**src/hdl/vsd_pkg.sv**
```systemverilog
// vsd_pkg: shared constants, types and helpers of the varint stream decoder.
// Depends on nothing; used by the interfaces, the cell and the top level.
package vsd_pkg;

  localparam int LANE_MAX        = 8;   // widest input word, in bytes
  localparam int MAX_VALUE_BYTES = 5;   // longest encoding of a 32-bit value
  localparam int DATA_W          = 64;
  localparam int BC_W            = 4;
  localparam int VALUE_W         = 32;
  localparam int TOTAL_W         = 35;
  localparam int CNT_W           = 4;   // holds 0..LANE_MAX
  localparam int LANE_W          = 3;   // lane index 0..LANE_MAX-1
  localparam int PB_W            = 3;   // bytes gathered of an open value

  localparam logic [VALUE_W-1:0] VC_RESET = 32'd1;
  localparam logic [PB_W-1:0]    LAST_SLOT = PB_W'(MAX_VALUE_BYTES - 1);

  // State handed from one lane cell to the next within a word.
  typedef struct packed {
    logic [VALUE_W-1:0] pv;       // bits gathered of the open value
    logic [PB_W-1:0]    pb;       // bytes gathered of the open value
    logic [CNT_W-1:0]   cnt;      // values finished so far in this word
    logic               seen;     // a sequence ended earlier in this word
    logic [LANE_W-1:0]  last;     // lane of that sequence end
    logic [CNT_W-1:0]   seq_cnt;  // value count at that sequence end
  } carry_t;

  // One decoded result held in a lane cell.
  typedef struct packed {
    logic [VALUE_W-1:0] value;
    logic               sequence_end;
    logic [TOTAL_W-1:0] bytes_used;
    logic               overlong;
  } lane_res_t;

  // True when d is a whole multiple of v (d below 8, v from 1 to 8).
  function automatic logic is_mult(logic [2:0] d, logic [3:0] v);
    logic r;
    r = 1'b0;
    for (int m = 0; m < 8; m++) begin
      if (7'(m) * {3'b000, v} == {4'b0000, d}) begin
        r = 1'b1;
      end
    end
    return r;
  endfunction

endpackage

```
**src/hdl/vsd_in_if.sv**
```systemverilog
// vsd_in_if: input word channel of the varint stream decoder.
// Depends on vsd_pkg for field widths.
interface vsd_in_if;
  logic                         valid;
  logic                         ready;
  logic [vsd_pkg::DATA_W-1:0]   data_word;
  logic [vsd_pkg::BC_W-1:0]     byte_count;

  modport source (output valid, output data_word, output byte_count, input ready);
  modport sink   (input valid, input data_word, input byte_count, output ready);
endinterface

```
**src/hdl/vsd_out_if.sv**
```systemverilog
// vsd_out_if: result channel of the varint stream decoder.
// Depends on vsd_pkg for field widths.
interface vsd_out_if;
  logic                         valid;
  logic                         ready;
  logic [vsd_pkg::VALUE_W-1:0]  value;
  logic                         sequence_end;
  logic [vsd_pkg::TOTAL_W-1:0]  bytes_used;
  logic                         overlong;
  logic                         item_end;

  modport source (output valid, output value, output sequence_end, output bytes_used,
                  output overlong, output item_end, input ready);
  modport sink   (input valid, input value, input sequence_end, input bytes_used,
                  input overlong, input item_end, output ready);
endinterface

```
**src/hdl/varint_stream_decoder.sv**
```systemverilog
// varint_stream_decoder: top level; LEB128 decoder for unsigned 32-bit values.
// Depends on vsd_pkg, vsd_in_if, vsd_out_if and vsd_cell.
//
// Usage:
//   in_chan  (valid/ready) takes one word of up to LANE_BYTES encoded bytes,
//            first byte in bits 7..0, byte_count valid bytes (clamped).
//   out_chan (valid/ready) gives one decoded value per transfer, in byte
//            order; item_end marks the last value caused by an input word,
//            sequence_end the value_count-th value, with the sequence's byte
//            total in bytes_used.
//   cfg_we/cfg_data write value_count (reset 1); write only while idle.
// Structure: a row of LANE_BYTES lane cells; the open value and sequence
//   position ripple through it in the accept cycle, each cell keeps its result.
// Flow: the first value of a word is shown in the cycle after the word is
//   accepted. The values that a word ends leave one by one through the single result
//   port; a new word is taken in the cycle the last pending value leaves, so words
//   that end at most one value flow at one per cycle while out_chan.ready is high.
// Reset: clears the open value, the sequence counters and all pending
//   results, and sets value_count to 1.
// Stall: while out_chan.ready is low, hold the pending value and in_chan.ready.
module varint_stream_decoder #(
  parameter int LANE_BYTES = vsd_pkg::LANE_MAX
) (
  input  logic                        clk,
  input  logic                        rst_n,
  vsd_in_if.sink                      in_chan,
  vsd_out_if.source                   out_chan,
  input  logic                        cfg_we,
  input  logic [vsd_pkg::VALUE_W-1:0] cfg_data
);

  // Configuration and carried state
  logic [vsd_pkg::VALUE_W-1:0] vc_r;
  logic [vsd_pkg::VALUE_W-1:0] pv_r;
  logic [vsd_pkg::PB_W-1:0]    pb_r;
  logic [vsd_pkg::VALUE_W-1:0] vd_r;     // values done in this sequence
  logic [vsd_pkg::TOTAL_W-1:0] base_r;   // bytes consumed in this sequence
  logic [vsd_pkg::VALUE_W-1:0] vd_nxt;
  logic [vsd_pkg::TOTAL_W-1:0] base_nxt;

  logic                        in_fire;
  logic                        out_fire;
  logic [vsd_pkg::BC_W-1:0]    nbytes;
  logic [vsd_pkg::VALUE_W-1:0] rem;
  logic                        rem_small;
  logic                        vc_small;
  logic [vsd_pkg::CNT_W-1:0]   span;
  logic [vsd_pkg::LANE_MAX:0]  hit_vec;

  vsd_pkg::carry_t             chain [0:LANE_BYTES];
  vsd_pkg::lane_res_t          res   [0:LANE_BYTES-1];
  logic [LANE_BYTES-1:0]       mask;
  logic [LANE_BYTES-1:0]       pick;
  logic [LANE_BYTES-1:0]       active;
  vsd_pkg::lane_res_t          sel;

  assign in_fire  = in_chan.valid & in_chan.ready;
  assign out_fire = out_chan.valid & out_chan.ready;

  // Clamp the byte count to the lanes present
  assign nbytes = (in_chan.byte_count > vsd_pkg::BC_W'(LANE_BYTES)) ?
                  vsd_pkg::BC_W'(LANE_BYTES) : in_chan.byte_count;

  // Which running value counts in this word close a sequence: the first at
  // rem, then every value_count values after it.
  always_comb begin
    rem       = vc_r - vd_r;
    rem_small = (rem != '0) && (rem <= vsd_pkg::VALUE_W'(LANE_BYTES));
    vc_small  = (vc_r != '0) && (vc_r <= vsd_pkg::VALUE_W'(LANE_BYTES));
    for (int j = 0; j <= vsd_pkg::LANE_MAX; j++) begin
      span       = vsd_pkg::CNT_W'(j) - rem[vsd_pkg::CNT_W-1:0];
      hit_vec[j] = rem_small && (vsd_pkg::CNT_W'(j) >= rem[vsd_pkg::CNT_W-1:0]) &&
                   ((span == '0) || (vc_small && vsd_pkg::is_mult(span[2:0], vc_r[3:0])));
    end
  end

  // Head of the chain: the value left open by the previous word
  always_comb begin
    chain[0]         = '0;
    chain[0].pv      = pv_r;
    chain[0].pb      = pb_r;
  end

  for (genvar k = 0; k < LANE_BYTES; k++) begin : g_lane
    assign active[k] = nbytes > vsd_pkg::BC_W'(k);

    vsd_cell #(
      .LANE (k)
    ) u_cell (
      .clk     (clk),
      .rst_n   (rst_n),
      .byte_in (in_chan.data_word[8*k +: 8]),
      .active  (active[k]),
      .carry_i (chain[k]),
      .carry_o (chain[k+1]),
      .hit_vec (hit_vec),
      .base    (base_r),
      .load    (in_fire),
      .clear   (out_fire & pick[k]),
      .valid_o (mask[k]),
      .res_o   (res[k])
    );
  end

  // Sequence counters after the word
  always_comb begin
    if (chain[LANE_BYTES].seen) begin
      vd_nxt   = vsd_pkg::VALUE_W'(chain[LANE_BYTES].cnt - chain[LANE_BYTES].seq_cnt);
      base_nxt = vsd_pkg::TOTAL_W'(nbytes) - vsd_pkg::TOTAL_W'(chain[LANE_BYTES].last)
                 - vsd_pkg::TOTAL_W'(1);
    end else begin
      vd_nxt   = vd_r + vsd_pkg::VALUE_W'(chain[LANE_BYTES].cnt);
      base_nxt = base_r + vsd_pkg::TOTAL_W'(nbytes);
    end
  end

  always_ff @(posedge clk) begin
    if (!rst_n) begin
      vc_r   <= vsd_pkg::VC_RESET;
      pv_r   <= '0;
      pb_r   <= '0;
      vd_r   <= '0;
      base_r <= '0;
    end else begin
      if (cfg_we) begin
        vc_r <= cfg_data;
      end
      if (in_fire) begin
        pv_r   <= chain[LANE_BYTES].pv;
        pb_r   <= chain[LANE_BYTES].pb;
        vd_r   <= vd_nxt;
        base_r <= base_nxt;
      end
    end
  end

  // Drain: lowest pending lane goes out first
  assign pick = mask & (~mask + LANE_BYTES'(1));

  always_comb begin
    sel = '0;
    for (int k = 0; k < LANE_BYTES; k++) begin
      if (pick[k]) begin
        sel = res[k];
      end
    end
  end

  assign out_chan.valid        = |mask;
  assign out_chan.value        = sel.value;
  assign out_chan.sequence_end = sel.sequence_end;
  assign out_chan.bytes_used   = sel.bytes_used;
  assign out_chan.overlong     = sel.overlong;
  assign out_chan.item_end     = (mask & ~pick) == '0;

  // Take a new word once the held one is empty or leaves this cycle
  assign in_chan.ready = (mask & ~(out_fire ? pick : '0)) == '0;

endmodule

```
**src/hdl/vsd_cell.sv**
```systemverilog
// vsd_cell: one byte lane of the decoder chain; decodes its byte against the
// carry from the lane below and holds its own result. Depends on vsd_pkg.
module vsd_cell #(
  parameter int LANE = 0
) (
  input  logic                        clk,
  input  logic                        rst_n,
  input  logic [7:0]                  byte_in,
  input  logic                        active,
  input  vsd_pkg::carry_t             carry_i,
  output vsd_pkg::carry_t             carry_o,
  input  logic [vsd_pkg::LANE_MAX:0]  hit_vec,
  input  logic [vsd_pkg::TOTAL_W-1:0] base,
  input  logic                        load,
  input  logic                        clear,
  output logic                        valid_o,
  output vsd_pkg::lane_res_t          res_o
);

  logic [6:0]                  grp;
  logic                        more;
  logic                        last_slot;
  logic [4:0]                  sh;
  logic [vsd_pkg::VALUE_W-1:0] val;
  logic                        over;
  logic                        ends;
  logic                        seq;
  logic [vsd_pkg::CNT_W-1:0]   cnt_new;
  vsd_pkg::lane_res_t          res_nxt;
  logic                        valid_r;
  vsd_pkg::lane_res_t          res_r;

  always_comb begin
    grp       = byte_in[6:0];
    more      = byte_in[7];
    last_slot = carry_i.pb >= vsd_pkg::LAST_SLOT;
    sh        = 5'({2'b00, carry_i.pb} * 5'd7);
    if (last_slot) begin
      val  = carry_i.pv | {grp[3:0], 28'd0};
      over = more | (grp[6:4] != 3'd0);
    end else begin
      val  = carry_i.pv | ({25'd0, grp} << sh);
      over = 1'b0;
    end
    ends    = active & (~more | last_slot);
    cnt_new = carry_i.cnt + vsd_pkg::CNT_W'(ends);
    seq     = ends & hit_vec[cnt_new];

    // advance the carry to the next lane
    carry_o = carry_i;
    if (active) begin
      carry_o.cnt = cnt_new;
      if (ends) begin
        carry_o.pv = '0;
        carry_o.pb = '0;
      end else begin
        carry_o.pv = val;
        carry_o.pb = carry_i.pb + 3'd1;
      end
    end
    if (seq) begin
      carry_o.seen    = 1'b1;
      carry_o.last    = vsd_pkg::LANE_W'(LANE);
      carry_o.seq_cnt = cnt_new;
    end

    res_nxt.value        = val;
    res_nxt.sequence_end = seq;
    res_nxt.overlong     = over;
    if (!seq) begin
      res_nxt.bytes_used = '0;
    end else if (carry_i.seen) begin
      res_nxt.bytes_used = vsd_pkg::TOTAL_W'(vsd_pkg::LANE_W'(LANE) - carry_i.last);
    end else begin
      res_nxt.bytes_used = base + vsd_pkg::TOTAL_W'(LANE + 1);
    end
  end

  always_ff @(posedge clk) begin
    if (!rst_n) begin
      valid_r <= 1'b0;
    end else if (load) begin
      valid_r <= ends;
    end else if (clear) begin
      valid_r <= 1'b0;
    end
  end

  always_ff @(posedge clk) begin
    if (load) begin
      res_r <= res_nxt;
    end
  end

  assign valid_o = valid_r;
  assign res_o   = res_r;

endmodule
```
**src/flat_wrapper.sv**
```systemverilog
// flat-port wrapper written by rule: the top's interface ports become plain ports
module varint_stream_decoder_flat 
#(
  parameter int LANE_BYTES = vsd_pkg::LANE_MAX
)
  (clk, rst_n, cfg_we, cfg_data, in_chan_valid, in_chan_data_word, in_chan_byte_count, in_chan_ready, out_chan_valid, out_chan_value, out_chan_sequence_end, out_chan_bytes_used, out_chan_overlong, out_chan_item_end, out_chan_ready);
  vsd_in_if in_chan_i ();
  vsd_out_if out_chan_i ();
  input  logic clk;
  input  logic rst_n;
  input  logic cfg_we;
  input  logic [vsd_pkg::VALUE_W-1:0] cfg_data;
  input wire logic [$bits(in_chan_i.valid)-1:0] in_chan_valid;
  input wire logic [$bits(in_chan_i.data_word)-1:0] in_chan_data_word;
  input wire logic [$bits(in_chan_i.byte_count)-1:0] in_chan_byte_count;
  output wire logic [$bits(in_chan_i.ready)-1:0] in_chan_ready;
  output wire logic [$bits(out_chan_i.valid)-1:0] out_chan_valid;
  output wire logic [$bits(out_chan_i.value)-1:0] out_chan_value;
  output wire logic [$bits(out_chan_i.sequence_end)-1:0] out_chan_sequence_end;
  output wire logic [$bits(out_chan_i.bytes_used)-1:0] out_chan_bytes_used;
  output wire logic [$bits(out_chan_i.overlong)-1:0] out_chan_overlong;
  output wire logic [$bits(out_chan_i.item_end)-1:0] out_chan_item_end;
  input wire logic [$bits(out_chan_i.ready)-1:0] out_chan_ready;
  assign in_chan_i.valid = in_chan_valid;
  assign in_chan_i.data_word = in_chan_data_word;
  assign in_chan_i.byte_count = in_chan_byte_count;
  assign in_chan_ready = in_chan_i.ready;
  assign out_chan_valid = out_chan_i.valid;
  assign out_chan_value = out_chan_i.value;
  assign out_chan_sequence_end = out_chan_i.sequence_end;
  assign out_chan_bytes_used = out_chan_i.bytes_used;
  assign out_chan_overlong = out_chan_i.overlong;
  assign out_chan_item_end = out_chan_i.item_end;
  assign out_chan_i.ready = out_chan_ready;
  varint_stream_decoder #(.LANE_BYTES(LANE_BYTES)) u_core (.clk(clk), .rst_n(rst_n), .in_chan(in_chan_i), .out_chan(out_chan_i), .cfg_we(cfg_we), .cfg_data(cfg_data));
endmodule
```
**config.mk**
```make
export PLATFORM = sky130hd
export DESIGN_NAME = varint_stream_decoder_flat
export DESIGN_NICKNAME = d
export VERILOG_FILES = /design/src/hdl/vsd_pkg.sv /design/src/hdl/vsd_in_if.sv /design/src/hdl/vsd_out_if.sv /design/src/hdl/varint_stream_decoder.sv /design/src/hdl/vsd_cell.sv /design/src/flat_wrapper.sv
export SDC_FILE = /design/constraint.sdc
export NUM_CORES = 2
export LEC_CHECK = 0
export BUFFER_PORTS_ARGS = -buffer_cell sky130_fd_sc_hd__buf_2
export CAP_MARGIN = 20
export CORE_MARGIN = 2
export CORE_UTILIZATION = 60
export DETAILED_ROUTE_END_ITERATION = 7
export PLACE_DENSITY_LB_ADDON = 0.08
export SYNTH_ARGS = -nofsm -noshare
export SYNTH_HDL_FRONTEND = slang
export SYNTH_SLANG_ARGS = --single-unit
export TNS_END_PERCENT = 10
```
**constraint.sdc**
```tcl
create_clock -name clk -period 37.1 [get_ports clk]
set_clock_uncertainty 0.15 [all_clocks]
set_input_delay 1.855 -clock clk [delete_from_list [all_inputs] [get_ports clk]]
set_output_delay 1.855 -clock clk [all_outputs]
set_load 0.05 [all_outputs]
```
Word-level counts from Yosys, hierarchy flattened
Index checks and enable logic that the tools add are counted.
{ "totals": {"register_bits": 694, "output_inout_bits": 72, "wordCells": 514} }
{ "op_classes": {"shift": 8, "n_addsub": 46, "mux": 155, "n_mul": 12, "n_bitwise": 72, "n_reduce_logical": 77, "n_lt_le_gt_ge": 36, "eq_ne": 63} }
{ "op_table": {"columns": ["cell", "count"], "rows": [
  ["$mux 35", 16],
  ["$mux 69", 8],
  ["$or 32x32->32", 16],
  ["$mux 39", 8],
  ["$mux 32", 9],
  ["$shl 7x5->32", 8],
  ["$eq 7x3->1", 27],
  ["$add 35x3->35 const B", 4],
  ["$eq 6x3->1", 18],
  ["$mux 1", 97],
  ["$logic_not 4->1", 18],
  ["$mux 8", 9],
  ["$add 35x2->35 const B", 2],
  ["$le 32x4->1 const B", 2],
  ["$reduce_bool 32->1", 2],
  ["$eq 5x3->1", 9],
  ["$mul 3x3->5 const B", 8],
  ["$eq 4x3->1", 9],
  ["$add 35x1->35 const B", 1],
  ["$add 35x4->35", 1],
  ["$add 35x4->35 const B", 1],
  ["$lt 4x5->1 const B", 7],
  ["$sub 35x1->35 const B", 1],
  ["$add 32x4->32", 1],
  ["other kinds (38)", 187]
]} }

Longest topological paths before layout
{ "depth": {"word_depth": 53, "ltp_mapped": 60} }

Cells and area by module
Synthesis repeated with hierarchy kept, for this count alone.
{ "unflattened": {"hier_cells": 6106, "hier_area_um2": 53427.5} }
{ "modules_own_cells": {"columns": ["module", "area_each_um2", "instances", "seq_area_each_um2", "cells_each"], "rows": [
  ["varint_stream_decoder", 14814.2, 1, 2682.6, 2165],
  ["vsd_cell (u_core.g_lane[2].u_cell)", 5109.9, 1, 2092.0, 542],
  ["vsd_cell (u_core.g_lane[6].u_cell)", 4977.3, 1, 2092.0, 537],
  ["vsd_cell (u_core.g_lane[4].u_cell)", 4918.5, 1, 2092.0, 509],
  ["vsd_cell (u_core.g_lane[0].u_cell)", 4873.4, 1, 2092.0, 520],
  ["vsd_cell (u_core.g_lane[1].u_cell)", 4818.4, 1, 2092.0, 462],
  ["vsd_cell (u_core.g_lane[5].u_cell)", 4692.0, 1, 2092.0, 479],
  ["vsd_cell (u_core.g_lane[3].u_cell)", 4644.5, 1, 2092.0, 454],
  ["vsd_cell (u_core.g_lane[7].u_cell)", 4579.4, 1, 2092.0, 438]
]} }

Worst setup path before layout
OpenSTA, ideal clock, no wires.
{ "synth_timing": {"kind": "input to register", "start": "input out_chan_ready", "end": "register u_core.vd_r[3] (netlist bit)", "slack_ns": 17.033, "setup_time_ns": 0.842, "cell_stages": 9, "arrival_time_ns": 19.075, "path_cell_list": "o41ai_1 maj3_1 nor3_1 o32a_1 nand2_1 inv_2 clkbuf_1 clkbuf_1 a211oi_1"} }
{ "synth_between": {"elab_chain_cells": 6} }
{ "synth_rtl": {"columns": ["element", "line_no", "rtl"], "rows": [
  ["from (decl)", "flat_wrapper.sv:23", "input wire logic [$bits(out_chan_i.ready)-1:0] out_chan_ready;"],
  ["$and 1x1->1", "varint_stream_decoder.sv:58", "assign out_fire = out_chan.valid & out_chan.ready;"],
  ["$mux 8", "varint_stream_decoder.sv:157", "assign in_chan.ready = (mask & ~(out_fire ? pick : '0)) == '0;"],
  ["$not 8->8", "varint_stream_decoder.sv:157", null],
  ["$and 8x8->8", "varint_stream_decoder.sv:157", null],
  ["$logic_not 8->1", "varint_stream_decoder.sv:157", null],
  ["named net in_chan_ready", "flat_wrapper.sv:16", "output wire logic [$bits(in_chan_i.ready)-1:0] in_chan_ready;"],
  ["$and 1x1->1", "varint_stream_decoder.sv:57", "assign in_fire = in_chan.valid & in_chan.ready;"],
  ["named net u_core.g_lane[0].u_cell.load", "vsd_cell.sv:14", "input logic load,"],
  ["to (signal assigned)", "varint_stream_decoder.sv:131", "vd_r <= vd_nxt;"],
  ["to (decl)", "varint_stream_decoder.sv:36", "logic [vsd_pkg::VALUE_W-1:0] vd_r;"]
]} }
The timed path passes the listed nets, and every way through them passes these cells.
A chain may end at the register's enable or synchronous reset.

Worst setup path after layout
{ "layout_timing": {"start": "input in_chan_byte_count[0]", "end": "register u_core.base_r[23] (netlist bit)"} }
{ "layout_between": {"elab_chain_cells": 47, "word_cells_on_any_way": 95} }
{ "layout_rtl": {"columns": ["element", "line_no", "rtl"], "rows": [
  ["from (decl)", "flat_wrapper.sv:15", "input wire logic [$bits(in_chan_i.byte_count)-1:0] in_chan_byte_count;"],
  ["$gt 4x4->1", "varint_stream_decoder.sv:61", "assign nbytes = (in_chan.byte_count > vsd_pkg::BC_W'(LANE_BYTES)) ?"],
  ["$mux 4 (*)", "varint_stream_decoder.sv:61", null],
  ["$gt 4x1->1", "varint_stream_decoder.sv:85", "assign active[k] = nbytes > vsd_pkg::BC_W'(k);"],
  ["$and 1x1->1", "vsd_cell.sv:45", "ends = active & (~more | last_slot);"],
  ["$mux 35", "vsd_cell.sv:53", "if (ends) begin"],
  ["$mux 39", "vsd_cell.sv:51", "if (active) begin"],
  ["$ge 3x3->1", "vsd_cell.sv:36", "last_slot = carry_i.pb >= vsd_pkg::LAST_SLOT;"],
  ["$or 1x1->1", "vsd_cell.sv:45", null],
  ["[31 not listed]", null, null],
  ["$add 4x1->4", "vsd_cell.sv:46", "cnt_new = carry_i.cnt + vsd_pkg::CNT_W'(ends);"],
  ["$bmux 1 s4", "vsd_cell.sv:47", "seq = ends & hit_vec[cnt_new];"],
  ["$mux 1 (not written as such)", "vsd_cell.sv:47", null],
  ["$and 1x1->1", "vsd_cell.sv:47", null],
  ["$mux 8", "vsd_cell.sv:61", "if (seq) begin"],
  ["$sub 4x3->5", "varint_stream_decoder.sv:109", "base_nxt = vsd_pkg::TOTAL_W'(nbytes) - vsd_pkg::TOTAL_W'(chain[LANE_BYTES].last)"],
  ["$sub 35x1->35", "varint_stream_decoder.sv:110", "- vsd_pkg::TOTAL_W'(1);"],
  ["$mux 35 (*)", "varint_stream_decoder.sv:107", "if (chain[LANE_BYTES].seen) begin"],
  ["to (signal assigned)", "varint_stream_decoder.sv:132", "base_r <= base_nxt;"],
  ["to (decl)", "varint_stream_decoder.sv:37", "logic [vsd_pkg::TOTAL_W-1:0] base_r;"]
]} }
Mark *: on every way between the ends. The rest lies on a longest branch, timed or not. The select of a mux whose other input is x is not followed.

==> results summary <==
The post-synthesis share of cell area spent on full adders, half adders and majority gates is 0.0443. The pre-antenna-repair detailed-routing pass consisted of 8 iterations. The clock latency reported for the late side of the worst-skew pair came out at 670 ps. The critical path required time came out at 37,550 ps. The CTS sink count came out at 694. STA classifies the critical path startpoint as an input pin. The largest fanout on the critical path came out at 20. The maximum vdd ir drop is 71.5 uV.

The number of nets in the finished design came out at 5,881. The count of synthesis-stage warnings from yosys is 0. After synthesis, the mean cell area works out to 8.78 sq um. The post-route core utilization came out at 0.656. The number of top-level design ports came out at 177.

The maximum cell stage delay along the critical path came out at 650 ps. The full die area came out at 85,400 sq um. The hold buffer count at cts is 0. Among the stages of the critical path, the cell type that occurs most often is sky130_fd_sc_hd__ha_1. The first-iteration detailed-routing DRC count came out at 8,296. The average wire per cell in the routed design is 29.2 microns. The arrival time at the worst endpoint is 15,410 ps. Once the clock tree was built, the setup fixing pass inserted 0 buffers. The via-per-instance ratio is 7.24. The fraction of post-synthesis cell area in the top cell type by area came out at 0.333. The total wire length came out at 197 mm. Measured against its own limit, the worst slew margin works out to 0.151. The area added between synthesis and finish came out at 8.13%. The maximum clock path buffer count is 3. The compound-gate portion of the synthesized area came out at 0.225. The total power density per cell area came out at 71.4 nW/um^2. The remaining routing DRC violations is 0.

The number of global-route vias before repair came out at 44,281. The floorplan step set the die width to 292 microns. After synthesis, the largest family of logic cells by area is compound AO/OA/AOI/OAI gates. The sequential cell area is 19,400 sq um. The clock transition at the registers of the reported paths is 70 ps. The row count came out at 105. The number of synthesized flops with an enable pin came out at 552.

In the global route stage, overall resource usage came out at 0.448. After synthesis, the cell types taking the most area are sky130_fd_sc_hd__edfxtp_1 33%, sky130_fd_sc_hd__dfxtp_1 5.7%, sky130_fd_sc_hd__nor2_1 5.5%, sky130_fd_sc_hd__nand2_1 4.4%, sky130_fd_sc_hd__o21ai_0 3.6%. Setup repair after global routing left no endpoint under its margin. The area fraction in and, or, nand and nor cells after synthesis came out at 0.191. The setup TNS is 0 ps. The HPWL after detailed placement is 142 mm.

The flip-flop and latch count after synthesis came out at 694. The measured slew at the worst slew-check pin came out at 1260 ps. The portion of the post-synthesis area used by sequential elements is 0.390.

The clock tree synthesis step divided the H-tree into 3 levels. The number of port buffers is 176. The global route total overflow is 0. The flow ran to the end, and the final reports show no timing, DRC or antenna violations. The pin count of the biggest net entering global routing is 111. The global-route wire length before repair came out at 288 mm.

The combined area of the multi-input logic cells came out at 28,100 sq um. The number of gates given a new drive strength after cts came out at 0. The filler cell count came out at 6,845. The number of nets handed over by synthesis was 5,936. Of the total synthesized cell area, the portion taken by XOR and XNOR cells is 0.0631. Of all cell types, the one taking the most synthesized area is sky130_fd_sc_hd__edfxtp_1.

The capturing element type of the critical path is a register. The number of instances in the synthesized netlist is 5,675. The count of final setup violators is 0.

The worst setup path is of the input pin to register kind. The post-synthesis mux area share came out at 0.0391. After floorplanning, the core was sized to cover 82,100 sq um. The remaining number of nets flagged by the antenna check after routing came out at 0. The effective utilization at floorplan is 0.607. The number of library cell types mapped by synthesis came out at 112. The largest individual stage delay along the critical path comes from the cell sky130_fd_sc_hd__ha_1. The fraction of final layout cells sized beyond drive strength 1 came out at 0.0964.

TritonCTS built the clock tree. The most frequently used flop master after synthesis is sky130_fd_sc_hd__edfxtp_1. The number of antenna violations at the first check in global routing came out at 6. The minimum clock period after layout is 14,950 ps. The number of endpoints with negative hold slack in the final report came out at 0.

The global placement routability congestion came out at 1.03. The path class of the tightest hold or removal check is register to register. The number of pins with negative max-slew slack in the final report is 0. The via total after detailed routing is 48,933.

Clock tree synthesis inserted a total of 80 buffers. The share of the clock period used by the worst path after layout came out at 0.403. The vertical die dimension came out at 292 microns. CTS placed an instance of sky130_fd_sc_hd__clkbuf_16 at the clock tree root. The max-capacitance violation count came out at 0.

The proportion of register bits with asynchronous set or reset after synthesis is 0. The mapped cell area came out at 49,800 sq um. The leakage power summed over all cells came out at 0.0192 uW.

The maximum clock rate came out at 0.0669 GHz.
## flip-flops by register name, summed over array words and instances (netlist names)
| register | cells |
|---|---|
| u_core.g_lane.u_cell.res_o | 552 |
| u_core.base_r | 35 |
| u_core.pv_r | 32 |
| u_core.vc_r | 32 |
| u_core.vd_r | 32 |
| u_core.g_lane.u_cell.valid_o | 8 |
| u_core.pb_r | 3 |
## where the power goes
part / internal [uW] / leakage, uW / switching, uW
clock: 437 / 0.00126 / 355
sequential: 1110 / 0.00662 / 84.9
combinational: 522 / 0.0114 / 1330
total: 2070 / 0.0192 / 1770
## layout make-up
| cell class | count | area share |
|---|---|---|
| Multi-Input combinational cell | 4374 | 0.522 |
| Sequential cell | 694 | 0.361 |
| Clock buffer | 107 | 0.0406 |
| Timing Repair Buffer | 278 | 0.0305 |
| Tap cell | 1070 | 0.0249 |
| Inverter | 192 | 0.0136 |
| Clock inverter | 42 | 0.00759 |
| Antenna cell | 3 | 0.000139 |
## critical path, delay by kind of cell
kind            cells  cell delay, ps
xor+xnor            2             820
buf+inv            11            2180
fa+ha+maj          10            3500
compound gates     10            3590
simple gates       13            3390
## logic make-up after synthesis
group                      Yosys count
AOI/OAI and AO/OA                 1644
DFF                                694
buffers and inverters              607
adders and majority gates          160
and+or+nand+nor                   2060
xor gates and xnor gates           346
muxes                              164
## path summary, 6_finish.rpt
kind | to | cells after the start | slack, ps | from
min | u_core.vd_r[30] | 2 | 330 | u_core.vd_r[30]
min reg2reg | u_core.vd_r[30] | 2 | 330 | u_core.vd_r[30]
max | u_core.base_r[23] | 46 | 22150 | in_chan_byte_count[0]
max reg2reg | u_core.base_r[23] | 46 | 23720 | u_core.pb_r[1]
## stage by stage
step	cell area, sq um	worst slack [ps]	power, uW	hold WS, ps	std cells
after global placement	51300	22320	2950	316	6606
after global routing	53900	21320	3960	354	6758
after floorplan	49800	17030	2500	278	5675
final	53900	22150	3850	332	6760
after detailed placement	51300	21930	2960	324	6606
after CTS	53900	22610	3740	331	6755
## synthesized netlist by cell type, types with 19 or more instances
cell type and instances:
sky130_fd_sc_hd__xor2_1 163, sky130_fd_sc_hd__nor2b_1 34, sky130_fd_sc_hd__nor3b_1 20, sky130_fd_sc_hd__xnor2_1 175, sky130_fd_sc_hd__dfxtp_1 142, sky130_fd_sc_hd__o21bai_1 32, sky130_fd_sc_hd__a221oi_1 88, sky130_fd_sc_hd__fa_1 29
sky130_fd_sc_hd__o211ai_1 48, sky130_fd_sc_hd__and3_1 56, sky130_fd_sc_hd__buf_1 23, sky130_fd_sc_hd__nand2b_1 36, sky130_fd_sc_hd__o21ai_0 354, sky130_fd_sc_hd__nand3b_1 20, sky130_fd_sc_hd__edfxtp_1 552, sky130_fd_sc_hd__a22oi_1 207
sky130_fd_sc_hd__or3_1 35, sky130_fd_sc_hd__nand2_1 583, sky130_fd_sc_hd__mux4_2 22, sky130_fd_sc_hd__a21oi_1 200, sky130_fd_sc_hd__a211oi_1 29, sky130_fd_sc_hd__nand4_1 52, sky130_fd_sc_hd__clkbuf_1 358, sky130_fd_sc_hd__ha_1 127
sky130_fd_sc_hd__nand3_1 145, sky130_fd_sc_hd__o22ai_1 94, sky130_fd_sc_hd__buf_2 23, sky130_fd_sc_hd__o31ai_1 26, sky130_fd_sc_hd__or2_2 31, sky130_fd_sc_hd__o21a_1 36, sky130_fd_sc_hd__o221ai_1 21, sky130_fd_sc_hd__inv_1 175
sky130_fd_sc_hd__nor4_1 46, sky130_fd_sc_hd__a31oi_1 156, sky130_fd_sc_hd__nor2_1 724, sky130_fd_sc_hd__and2_1 38, sky130_fd_sc_hd__a22o_1 26, sky130_fd_sc_hd__mux2_2 26, sky130_fd_sc_hd__nor3_1 156, sky130_fd_sc_hd__mux2i_1 116
sky130_fd_sc_hd__a21o_1 79, sky130_fd_sc_hd__a32oi_1 19
## metal layers
| layer | track usage | vias up | part of all wire |
|---|---|---|---|
| met5 | 0 | - | 0.00025 |
| met4 | 0.161 | 8 | 0.044 |
| met3 | 0.157 | 598 | 0.16 |
| met2 | 0.639 | 3949 | 0.41 |
| met1 | 0.627 | 23337 | 0.38 |
| li1 | - | 21041 | - |
## placed cells by master, fill, tap and decap left out, drive strengths merged, types with 94 or more instances in the layout
master,n
buf,278
nor2,728
o22ai,94
nand3,147
nand2,584
o21ai,366
ha,127
dfxtp,142
nor3,159
a31oi,157
xnor2,175
a22oi,207
clkbuf,107
a21oi,202
xor2,163
edfxtp,552
mux2i,116
inv,188
Note: power is estimated with default switching activity, not from simulation.
